## src/design/sfd_pkg.sv

```systemverilog
// Package for the sync-framed deframer with Fletcher-8 checksum.
// Holds phase codes, register indexes, reset values and shared structs.
// No dependencies.
package sfd_pkg;

    localparam int unsigned PhaseW = 4;
    localparam int unsigned IdleW  = 24;
    localparam int unsigned WordW  = 16;
    localparam int unsigned ByteW  = 8;
    localparam int unsigned CfgIdxW  = 2;
    localparam int unsigned CfgDataW = 24;

    localparam logic [PhaseW-1:0] PH_SYNC1 = 4'd0;
    localparam logic [PhaseW-1:0] PH_SYNC2 = 4'd1;
    localparam logic [PhaseW-1:0] PH_CLASS = 4'd2;
    localparam logic [PhaseW-1:0] PH_MSGID = 4'd3;
    localparam logic [PhaseW-1:0] PH_LEN0  = 4'd4;
    localparam logic [PhaseW-1:0] PH_LEN1  = 4'd5;
    localparam logic [PhaseW-1:0] PH_DATA  = 4'd6;
    localparam logic [PhaseW-1:0] PH_CK0   = 4'd7;
    localparam logic [PhaseW-1:0] PH_CK1   = 4'd8;

    localparam logic [CfgIdxW-1:0] REG_SYNC_FIRST    = 2'd0;
    localparam logic [CfgIdxW-1:0] REG_SYNC_SECOND   = 2'd1;
    localparam logic [CfgIdxW-1:0] REG_TIMEOUT_TICKS = 2'd2;

    localparam logic [ByteW-1:0] SYNC_FIRST_RST  = 8'd181;
    localparam logic [ByteW-1:0] SYNC_SECOND_RST = 8'd98;
    localparam logic [IdleW-1:0] TIMEOUT_RST     = 24'd10000;
    localparam logic [IdleW-1:0] IDLE_MAX        = 24'hFFFFFF;

    localparam logic CMD_BYTE = 1'b0;
    localparam logic CMD_TICK = 1'b1;

    typedef struct packed {
        logic [ByteW-1:0] sync_first;
        logic [ByteW-1:0] sync_second;
        logic [IdleW-1:0] timeout_ticks;
    } t_cfg;

    typedef struct packed {
        logic             payload_valid;
        logic [ByteW-1:0] payload_byte;
        logic [WordW-1:0] payload_index;
        logic             frame_done;
        logic             checksum_ok;
        logic [WordW-1:0] message_id;
        logic [WordW-1:0] frame_length;
    } t_result;

endpackage

```

## src/design/sync_frame_deframer_fletcher_core.sv

```systemverilog
// Top level of the sync-framed deframer with Fletcher-8 checksum.
// Depends on sfd_pkg, sfd_cfg and sfd_step.
//
// Each request (a received byte or one timer tick) yields exactly one result.
// A request is captured in an input register, decoded against the frame state
// combinationally, and the result lands in an output register; with the output
// taken every cycle the block sustains one request per clock. The result is
// registered when the output register is empty or being taken; while the output
// is held off the request waits in the input register and, once both registers
// are full, the input stalls. Configuration writes take effect on the next clock
// and should be made only while the block is idle.
module sync_frame_deframer_fletcher_core (
    input  logic                          i_clk,
    input  logic                          i_rst_n,
    input  logic                          i_cfg_we,
    input  logic [sfd_pkg::CfgIdxW-1:0]   i_cfg_index,
    input  logic [sfd_pkg::CfgDataW-1:0]  i_cfg_data,
    input  logic                          i_in_valid,
    output logic                          o_in_ready,
    input  logic                          i_command,
    input  logic [7:0]                    i_data_byte,
    output logic                          o_out_valid,
    input  logic                          i_out_ready,
    output logic                          o_payload_valid,
    output logic [7:0]                    o_payload_byte,
    output logic [15:0]                   o_payload_index,
    output logic                          o_frame_done,
    output logic                          o_checksum_ok,
    output logic [15:0]                   o_message_id,
    output logic [15:0]                   o_frame_length
);

    sfd_pkg::t_cfg    cfg;
    sfd_pkg::t_result step_res;
    sfd_pkg::t_result r_res;

    logic       r_in_valid;
    logic       r_command;
    logic [7:0] r_data_byte;
    logic       r_out_valid;
    logic       advance;
    logic       fire;

    assign advance    = !r_out_valid || i_out_ready;
    assign fire       = r_in_valid && advance;
    assign o_in_ready = !r_in_valid || advance;

    sfd_cfg u_cfg (
        .i_clk       (i_clk),
        .i_rst_n     (i_rst_n),
        .i_cfg_we    (i_cfg_we),
        .i_cfg_index (i_cfg_index),
        .i_cfg_data  (i_cfg_data),
        .o_cfg       (cfg)
    );

    sfd_step u_step (
        .i_clk       (i_clk),
        .i_rst_n     (i_rst_n),
        .i_fire      (fire),
        .i_command   (r_command),
        .i_data_byte (r_data_byte),
        .i_cfg       (cfg),
        .o_result    (step_res)
    );

    always_ff @(posedge i_clk) begin
        if (!i_rst_n) begin
            r_in_valid <= 1'b0;
        end else if (o_in_ready) begin
            r_in_valid <= i_in_valid;
        end
    end

    always_ff @(posedge i_clk) begin
        if (o_in_ready && i_in_valid) begin
            r_command   <= i_command;
            r_data_byte <= i_data_byte;
        end
    end

    always_ff @(posedge i_clk) begin
        if (!i_rst_n) begin
            r_out_valid <= 1'b0;
        end else if (advance) begin
            r_out_valid <= r_in_valid;
        end
    end

    always_ff @(posedge i_clk) begin
        if (fire) begin
            r_res <= step_res;
        end
    end

    assign o_out_valid     = r_out_valid;
    assign o_payload_valid = r_res.payload_valid;
    assign o_payload_byte  = r_res.payload_byte;
    assign o_payload_index = r_res.payload_index;
    assign o_frame_done    = r_res.frame_done;
    assign o_checksum_ok   = r_res.checksum_ok;
    assign o_message_id    = r_res.message_id;
    assign o_frame_length  = r_res.frame_length;

endmodule

```

## src/design/sfd_cfg.sv

```systemverilog
// Configuration registers: sync byte values and idle timeout.
// Depends on sfd_pkg.
module sfd_cfg (
    input  logic                          i_clk,
    input  logic                          i_rst_n,
    input  logic                          i_cfg_we,
    input  logic [sfd_pkg::CfgIdxW-1:0]   i_cfg_index,
    input  logic [sfd_pkg::CfgDataW-1:0]  i_cfg_data,
    output sfd_pkg::t_cfg                 o_cfg
);

    sfd_pkg::t_cfg r_cfg;
    sfd_pkg::t_cfg n_cfg;

    always_comb begin
        n_cfg = r_cfg;
        if (i_cfg_we) begin
            unique case (i_cfg_index)
                sfd_pkg::REG_SYNC_FIRST:    n_cfg.sync_first    = i_cfg_data[7:0];
                sfd_pkg::REG_SYNC_SECOND:   n_cfg.sync_second   = i_cfg_data[7:0];
                sfd_pkg::REG_TIMEOUT_TICKS: n_cfg.timeout_ticks = i_cfg_data[23:0];
                default: ;
            endcase
        end
    end

    always_ff @(posedge i_clk) begin
        if (!i_rst_n) begin
            r_cfg.sync_first    <= sfd_pkg::SYNC_FIRST_RST;
            r_cfg.sync_second   <= sfd_pkg::SYNC_SECOND_RST;
            r_cfg.timeout_ticks <= sfd_pkg::TIMEOUT_RST;
        end else begin
            r_cfg <= n_cfg;
        end
    end

    assign o_cfg = r_cfg;

endmodule

```

## src/design/sfd_step.sv

```systemverilog
// Frame decode state and its one-item update: timeout, phase FSM, Fletcher-8.
// Depends on sfd_pkg.
module sfd_step (
    input  logic                       i_clk,
    input  logic                       i_rst_n,
    input  logic                       i_fire,
    input  logic                       i_command,
    input  logic [sfd_pkg::ByteW-1:0]  i_data_byte,
    input  sfd_pkg::t_cfg              i_cfg,
    output sfd_pkg::t_result           o_result
);

    logic [sfd_pkg::PhaseW-1:0] r_phase, n_phase;
    logic [sfd_pkg::WordW-1:0]  r_left, n_left;
    logic [sfd_pkg::WordW-1:0]  r_id, n_id;
    logic [sfd_pkg::WordW-1:0]  r_len, n_len;
    logic [sfd_pkg::ByteW-1:0]  r_sum_lo, n_sum_lo;
    logic [sfd_pkg::ByteW-1:0]  r_sum_hi, n_sum_hi;
    logic [sfd_pkg::ByteW-1:0]  r_ck_lo, n_ck_lo;
    logic [sfd_pkg::IdleW-1:0]  r_idle, n_idle;

    logic [sfd_pkg::PhaseW-1:0] phase_eff;
    logic [sfd_pkg::WordW-1:0]  left_eff;
    logic [sfd_pkg::WordW-1:0]  left_dec;
    logic                       timed_out;
    logic [sfd_pkg::ByteW-1:0]  add_lo;
    logic [sfd_pkg::ByteW-1:0]  add_hi;
    logic [sfd_pkg::ByteW-1:0]  base_lo;
    logic [sfd_pkg::ByteW-1:0]  base_hi;

    always_comb begin
        n_idle = r_idle;
        if (i_command == sfd_pkg::CMD_TICK && r_idle != sfd_pkg::IDLE_MAX) begin
            n_idle = r_idle + 24'd1;
        end
        timed_out = n_idle > i_cfg.timeout_ticks;
        phase_eff = timed_out ? sfd_pkg::PH_SYNC1 : r_phase;
        left_eff  = timed_out ? '0 : r_left;
        left_dec  = left_eff - 16'd1;

        // class byte starts a fresh sum
        base_lo = (phase_eff == sfd_pkg::PH_CLASS) ? '0 : r_sum_lo;
        base_hi = (phase_eff == sfd_pkg::PH_CLASS) ? '0 : r_sum_hi;
        add_lo  = base_lo + i_data_byte;
        add_hi  = base_hi + add_lo;

        n_phase  = phase_eff;
        n_left   = left_eff;
        n_id     = r_id;
        n_len    = r_len;
        n_sum_lo = r_sum_lo;
        n_sum_hi = r_sum_hi;
        n_ck_lo  = r_ck_lo;

        o_result               = '0;

        if (i_command == sfd_pkg::CMD_BYTE) begin
            unique case (phase_eff)
                sfd_pkg::PH_SYNC2: begin
                    n_phase = (i_data_byte == i_cfg.sync_second) ?
                              sfd_pkg::PH_CLASS : sfd_pkg::PH_SYNC1;
                end
                sfd_pkg::PH_CLASS: begin
                    n_id     = {8'd0, i_data_byte};
                    n_sum_lo = add_lo;
                    n_sum_hi = add_hi;
                    n_phase  = sfd_pkg::PH_MSGID;
                end
                sfd_pkg::PH_MSGID: begin
                    n_id     = {i_data_byte, r_id[7:0]};
                    n_sum_lo = add_lo;
                    n_sum_hi = add_hi;
                    n_phase  = sfd_pkg::PH_LEN0;
                end
                sfd_pkg::PH_LEN0: begin
                    n_len    = {8'd0, i_data_byte};
                    n_sum_lo = add_lo;
                    n_sum_hi = add_hi;
                    n_phase  = sfd_pkg::PH_LEN1;
                end
                sfd_pkg::PH_LEN1: begin
                    n_len    = {i_data_byte, r_len[7:0]};
                    n_left   = {i_data_byte, r_len[7:0]};
                    n_sum_lo = add_lo;
                    n_sum_hi = add_hi;
                    n_phase  = ({i_data_byte, r_len[7:0]} != '0) ?
                               sfd_pkg::PH_DATA : sfd_pkg::PH_CK0;
                end
                sfd_pkg::PH_DATA: begin
                    o_result.payload_valid = 1'b1;
                    o_result.payload_byte  = i_data_byte;
                    o_result.payload_index = r_len - left_eff;
                    n_sum_lo = add_lo;
                    n_sum_hi = add_hi;
                    n_left   = left_dec;
                    if (left_dec == '0) begin
                        n_phase = sfd_pkg::PH_CK0;
                    end
                end
                sfd_pkg::PH_CK0: begin
                    n_ck_lo = i_data_byte;
                    n_phase = sfd_pkg::PH_CK1;
                end
                sfd_pkg::PH_CK1: begin
                    o_result.frame_done  = 1'b1;
                    o_result.checksum_ok = (r_ck_lo == r_sum_lo) &&
                                           (i_data_byte == r_sum_hi);
                    n_phase = sfd_pkg::PH_SYNC1;
                end
                default: begin
                    n_phase = (i_data_byte == i_cfg.sync_first) ?
                              sfd_pkg::PH_SYNC2 : sfd_pkg::PH_SYNC1;
                    n_idle  = '0;
                end
            endcase
        end

        o_result.message_id   = n_id;
        o_result.frame_length = n_len;
    end

    always_ff @(posedge i_clk) begin
        if (!i_rst_n) begin
            r_phase  <= sfd_pkg::PH_SYNC1;
            r_left   <= '0;
            r_id     <= '0;
            r_len    <= '0;
            r_sum_lo <= '0;
            r_sum_hi <= '0;
            r_ck_lo  <= '0;
            r_idle   <= '0;
        end else if (i_fire) begin
            r_phase  <= n_phase;
            r_left   <= n_left;
            r_id     <= n_id;
            r_len    <= n_len;
            r_sum_lo <= n_sum_lo;
            r_sum_hi <= n_sum_hi;
            r_ck_lo  <= n_ck_lo;
            r_idle   <= n_idle;
        end
    end

endmodule

```

## config.mk

```make
export PLATFORM = sky130hd
export DESIGN_NAME = sync_frame_deframer_fletcher_core
export DESIGN_NICKNAME = d
export VERILOG_FILES = /design/src/design/sfd_pkg.sv /design/src/design/sync_frame_deframer_fletcher_core.sv /design/src/design/sfd_cfg.sv /design/src/design/sfd_step.sv
export SDC_FILE = /design/constraint.sdc
export NUM_CORES = 1
export LEC_CHECK = 0
export BUFFER_PORTS_ARGS = -buffer_cell sky130_fd_sc_hd__buf_4
export CAP_MARGIN = 5
export CORE_UTILIZATION = 57
export CTS_BUF_LIST = sky130_fd_sc_hd__clkbuf_4
export CTS_CLUSTER_SIZE = 24
export DETAILED_ROUTE_END_ITERATION = 16
export PLACE_DENSITY_LB_ADDON = 0.25
export SLEW_MARGIN = 5
export SYNTH_ARGS = -nofsm -noshare
export SYNTH_HDL_FRONTEND = slang
export SYNTH_HIERARCHICAL = 1
export SYNTH_SLANG_ARGS = --single-unit
```

## constraint.sdc

```tcl
create_clock -name i_clk -period 11.91 [get_ports i_clk]
set_input_delay 2.382 -clock i_clk [delete_from_list [all_inputs] [get_ports i_clk]]
set_output_delay 2.382 -clock i_clk [all_outputs]
set_load 0.005 [all_outputs]
```

### Word-level counts from Yosys, hierarchy flattened

Index checks and enable logic that the tools add are counted.

* equality and inequality tests: 15
* multiplexer cells: 21
* $lt $le $gt $ge: 1
* add/subtract/negate cells: 5
* reductions and logical operators: 20
* bitwise logic cells: 3

Operator list (number)
* one-hot mux 16 bit (2 select lines): 3
* 2-to-1 mux 24 bit: 3
* 2-to-1 mux 16 bit: 4
* equality test 8 bit: 4
* one-hot mux 4 bit (8 select lines): 1
* 2-to-1 mux 25 bit: 1
* adder 24 x 1 -> 24 bit, second input constant: 1
* > comparator 24 bit: 1
* != test 24 bit, second input constant: 1
* adder 8 bit: 2
* equality test 4 x 3 -> 1 bit, second input constant: 4
* zero test 16 bit: 1
* 2-to-1 mux 8 bit: 2
* nonzero test 16 bit: 1
* subtractor 16 x 1 -> 16 bit, second input constant: 1
* subtractor 16 bit: 1
* 2-to-1 mux 4 bit: 3
* equality test 4 x 2 -> 1 bit, second input constant: 2
* OR reduction 8 bit: 1
* AND reduction 2 bit: 3
* AND reduction 3 bit: 2
* OR reduction 5 bit: 1
* equality test 4 x 1 -> 1 bit, second input constant: 1
* equality test 4 bit, second input constant: 1
* other kinds (10): 20

* register bits after elaboration: 210
* output and inout port bits: 61
* input port bits: 40
* word-level logic and storage cells: 87

### Longest topological paths before layout

* depth after elaboration: 10
* depth in mapped cells: 35

### Hierarchy

Netlist, hierarchy kept.

Modules (own cells, without submodules)
* sfd_step: cells an instance 1009, area an instance 7820.0 µm², sequential area each 2001.9 µm², times used 1
* sync_frame_deframer_fletcher_core: cells an instance 77, area an instance 2145.8 µm², sequential area each 2082.0 µm², times used 1
* sfd_cfg: cells an instance 170, area an instance 1645.3 µm², sequential area each 800.8 µm², times used 1

### Least setup slack after synthesis

OpenSTA, ideal clock, no wires.

* path kind: input -> register
* from: input port i_out_ready
* to: register u_step/r_idle[13] (netlist bit)
* required time: 11.850 ns
* arrival: 6.885 ns
* library setup time: 0.060 ns
* path slack: 4.965 ns
* stages: 8
* path through: nor2b_4 nor2b_1 inv_1 nor2_1 and2_1 clkbuf_1 clkbuf_1 a22o_1

* word-level cells in the longest chain between the ends: 2

Ends and longest elaborated chain
* from (decl): line sync_frame_deframer_fletcher_core.sv:23 `input logic i_out_ready,`
* logical OR 1 bit: line sync_frame_deframer_fletcher_core.sv:44 `assign advance = !r_out_valid || i_out_ready;`
* logical AND 1 bit: line sync_frame_deframer_fletcher_core.sv:45 `assign fire = r_in_valid && advance;`
* named net fire: line sync_frame_deframer_fletcher_core.sv:42 `logic fire;`
* to (signal assigned): line sfd_step.sv:140 `r_idle <= n_idle;`
* to (decl): line sfd_step.sv:20 `logic [sfd_pkg::IdleW-1:0] r_idle, n_idle;`

The timed path passes the listed nets, and every way through them passes these cells.
A chain may end at the register's enable or synchronous reset.

### Final worst setup path

* from: register u_step/r_idle[2] (netlist bit)
* to: register u_step/r_sum_hi[7] (netlist bit)

* word-level cells in the longest chain between the ends: 9
* elaborated cells between the ends (all ways): 17
* classes of those cells: add/sub (3); order compare (1); eq/ne (6); mux (4); reduce/logical (3)

Ends and longest elaborated chain
* parallel branches: the longest is 2 deep, another holds adder 24 x 1 -> 24 bit
* 2-to-1 mux 24 bit (*): line sfd_step.sv:33 `if (i_command == sfd_pkg::CMD_TICK && r_idle != sfd_pkg::IDLE_MAX) begin`
* > comparator 24 bit (*): line sfd_step.sv:36 `timed_out = n_idle > i_cfg.timeout_ticks;`
* 2-to-1 mux 4 bit (*): line sfd_step.sv:37 `phase_eff = timed_out ? sfd_pkg::PH_SYNC1 : r_phase;`
* equality test 4 x 2 -> 1 bit (*): line sfd_step.sv:42 `base_lo = (phase_eff == sfd_pkg::PH_CLASS) ? '0 : r_sum_lo;`
* 2-to-1 mux 8 bit (*): line sfd_step.sv:42
* adder 8 bit (*): line sfd_step.sv:44 `add_lo = base_lo + i_data_byte;`
* named net u_step.add_lo (one bit): line sfd_step.sv:26 `logic [sfd_pkg::ByteW-1:0] add_lo;`
* adder 8 bit (*): line sfd_step.sv:45 `add_hi = base_hi + add_lo;`
* to (signal assigned): line sfd_step.sv:138 `r_sum_hi <= n_sum_hi;`
* to (decl): line sfd_step.sv:18 `logic [sfd_pkg::ByteW-1:0] r_sum_hi, n_sum_hi;`

Mark *: on every way through the listed nets, which the timed path passes.

==> flow_summary.json <==
{
  "status": "complete, no violations",
  "clkSinkCount": 210,
  "cap_violations": 0,
  "grt_pass1_vias": 8941,
  "grt_pass1_wl_um": 43800,
  "crit_path_end_kind": "flip-flop",
  "synth_edf_count": 68,
  "cp-start-kind": "flip-flop",
  "syn_avg_cell_area_um2": 9.24,
  "r2r_slack_ns": 4.02,
  "p_per_area_nw_per_um2": 114,
  "synth_top_area_cell": "dfxtp_1",
  "mostFrequentLayoutCell": "nand2_1",
  "synthFlopType": "dfxtp_1",
  "synth.distinct_cells": 76,
  "ir_drop_v": 0.0000770,
  "rsz0062_at_grt": "no",
  "antenna_found_initial": 1,
  "final_cell_area_um2": 13200,
  "cts_buffers": 56,
  "hold_violations": 0,
  "post-cts-setup-buffers": 0,
  "top_level_ports": 101,
  "clock_skew_ns": 0.0781,
  "reg2reg_from": "u_step/r_idle[2]",
  "synth_seq_cells": 210,
  "final_cell_mix": "nand2_1, dfxtp_1, buf_4",
  "hold_depth": 2,
  "wl_um": 26900,
  "synth_area_um2": 11600,
  "critPathRequiredTime_ns": 12.47,
  "regArea_um2": 4880,
  "yosys.area.top_type_share_pct": 24.5,
  "die-area_um2": 20900,
  "cp_common_cell": "ha_1",
  "async_reset_ff_share_pct": 0,
  "crit_buf_inv": 3,
  "drc_errors": 0,
  "timing.rr.end": "u_step/r_sum_hi[7]",
  "critical_path_arrival_ns": 8.46,
  "coreArea_um2": 19700,
  "min-delay-start": "u_step/r_id[10]",
  "cp.depth": 29,
  "tns_ns": 0,
  "setup_violations": 0,
  "yosysWarnings": 6,
  "vias": 9530,
  "drt_first_iter_violations": 633,
  "slowest_stage": "o41ai_4",
  "slew_headroom_pct": 29.4,
  "hold_class": "flip-flop to flip-flop",
  "grt_max_degree": 90,
  "placement.io_buffers": 100,
  "cp_top_family": "compound AO/OA/AOI/OAI gates",
  "slew_viol_final": 0,
  "cts_resized": 0,
  "areaGrowthSynthToFinish_pct": 13.5,
  "fillCellCount": 1627,
  "clk_latency_ns": 0.72,
  "tritoncts": "built",
  "fin_nets": 1446,
  "min_period_over_period_pct": 66.3,
  "ant_nets": 0,
  "start_util_pct": 58.9,
  "critical_path_class": "flip-flop to flip-flop",
  "first_pass_iters": 5,
  "htree_levels": 2,
  "syn-num-nets": 1355,
  "via_per_inst": 5.73,
  "cts.clk_slew.worst_paths_ns": 0.07,
  "place_congestion": 0.871,
  "synth_area_leaders": "dfxtp_1, edfxtp_1, ha_1, nand2_1, mux2i_1",
  "chipWidth_um": 145,
  "drive_gt1_share_pct": 17.7,
  "critPathMaxStageDelay_ns": 0.59,
  "num_rows": 51,
  "post_synth_inst_count": 1256,
  "multi_input_area_um2": 6200,
  "cts.path.max_buffers": 3,
  "leakage_nw": 5.39,
  "chipHeight_um": 145,
  "grt.total_usage_pct": 26.5,
  "critPathMaxFanout": 45,
  "hold_buffers": 0,
  "clockRootBuffer": "clkbuf_4",
  "reg2reg_depth": 29,
  "clock.fmax_mhz": 127,
  "min_to": "u_step/r_id[10]",
  "worst_pin_slew_ns": 1.05,
  "dp_hpwl_um": 18000,
  "seq_area_frac_synth_pct": 42.1,
  "routedWlPerCell_um": 16.2,
  "min_period_ns": 7.89,
  "grt.overflow.total": 0,
  "placed_area_um2": 12500
}
==> sequential cells by signal, indices dropped and copies added (netlist names) <==
signal,count
u_step/r_left,16
u_step/r_phase,4
o_payload_byte,8
r_in_valid,1
r_command,1
o_message_id,16
r_data_byte,8
o_frame_length,16
u_step/r_sum_lo,8
u_step/r_len,16
o_payload_valid,1
o_checksum_ok,1
u_step/r_sum_hi,8
o_frame_done,1
o_out_valid,1
u_step/r_ck_lo,8
u_cfg/o_cfg,40
o_payload_index,16
u_step/r_idle,24
u_step/r_id,16
==> worst register-to-register path: cells and delay by family, from the launching register on <==
| kind | cells | cell delay (ns) |
|---|---|---|
| and+or+nand+nor | 8 | 2.56 |
| buffers and inverters | 3 | 0.62 |
| DFF | 1 | 0.46 |
| xor gates and xnor gates | 2 | 0.37 |
| adders and majority gates | 4 | 1.12 |
| AOI/OAI and AO/OA | 12 | 2.65 |
==> synthesized netlist by cell type, drive strengths merged, types with 18 or more instances <==
cell type  count
nand2        156
xnor2         51
nor2          98
and2          18
xor2          36
nor3          29
inv           53
mux2i         58
o21ai         36
clkbuf        62
nor4          22
nand4         18
dfxtp        142
ha            56
a21oi         54
a21o          19
nand3         27
a22o          20
edfxtp        68
==> where the power goes <==
group | internal, mW | switching, mW | total, mW
sequential | 0.753 | 0.0141 | 0.767
combinational | 0.0516 | 0.0661 | 0.118
clock | 0.310 | 0.304 | 0.614
total | 1.11 | 0.384 | 1.50
==> worst max path at each step <==
stage,from,to
finish,u_step/r_idle[2],u_step/r_sum_hi[7]
global route,u_step/r_idle[2],u_step/r_sum_hi[7]
CTS,u_step/r_idle[2],u_step/r_sum_hi[7]
detailed placement,u_step/r_idle[2],u_step/r_sum_hi[7]
global placement,u_step/r_idle[0],u_step/r_sum_hi[7]
floorplan,i_out_ready,u_step/r_idle[13]
==> stage by stage <==
step / setup slack, ns / hold WS (ns) / total power, mW / util (%) / cells
6_report: 4.02 / 0.455 / 1.50 / 66.9 / 1662
5_1_grt: 3.32 / 0.472 / 1.56 / 66.9 / 1662
4_1_cts: 4.14 / 0.453 / 1.52 / 66.8 / 1660
3_5_place_dp: 4.16 / 0.443 / 0.900 / 63.2 / 1554
3_3_place_gp: 4.40 / 0.438 / 0.897 / 63.2 / 1554
2_1_floorplan: 4.96 / 0.432 / 0.858 / - / 1256
==> cell type report <==
type | count | area share [%]
timing repair buffer | 112 | 6.38
clock inverter | 27 | 0.911
clock buffer | 79 | 4.50
multi-input combinational | 913 | 47.1
tap | 265 | 2.52
antenna | 2 | 0.0380
sequential | 210 | 37.1
inverter | 54 | 1.54
==> logic make-up (layout without fill, tap and decap cells) <==
kind of cell	after synthesis	in the layout	synth area share, %
multiplexers	73	73	6.45
buffers and inverters	133	272	4.68
AO/OA/AOI/OAI	228	228	13.5
XOR/XNOR	87	87	6.56
adder cells (fa/ha/maj)	59	59	6.55
flip-flops	210	210	42.1
AND/OR/NAND/NOR	466	466	20.2
other	0	2	0
==> layer usage <==
metal / GRT usage (%) / vias to the layer above / wire length, um
met2: 42.8 / 350 / 12400
met4: 9.92 / 0 / 580
met3: 4.64 / 46 / 1610
li1: - / 4708 / -
met1: 35.4 / 4426 / 12300
met5: 0 / - / 0
No activity file was read; power rests on OpenSTA's default activity.
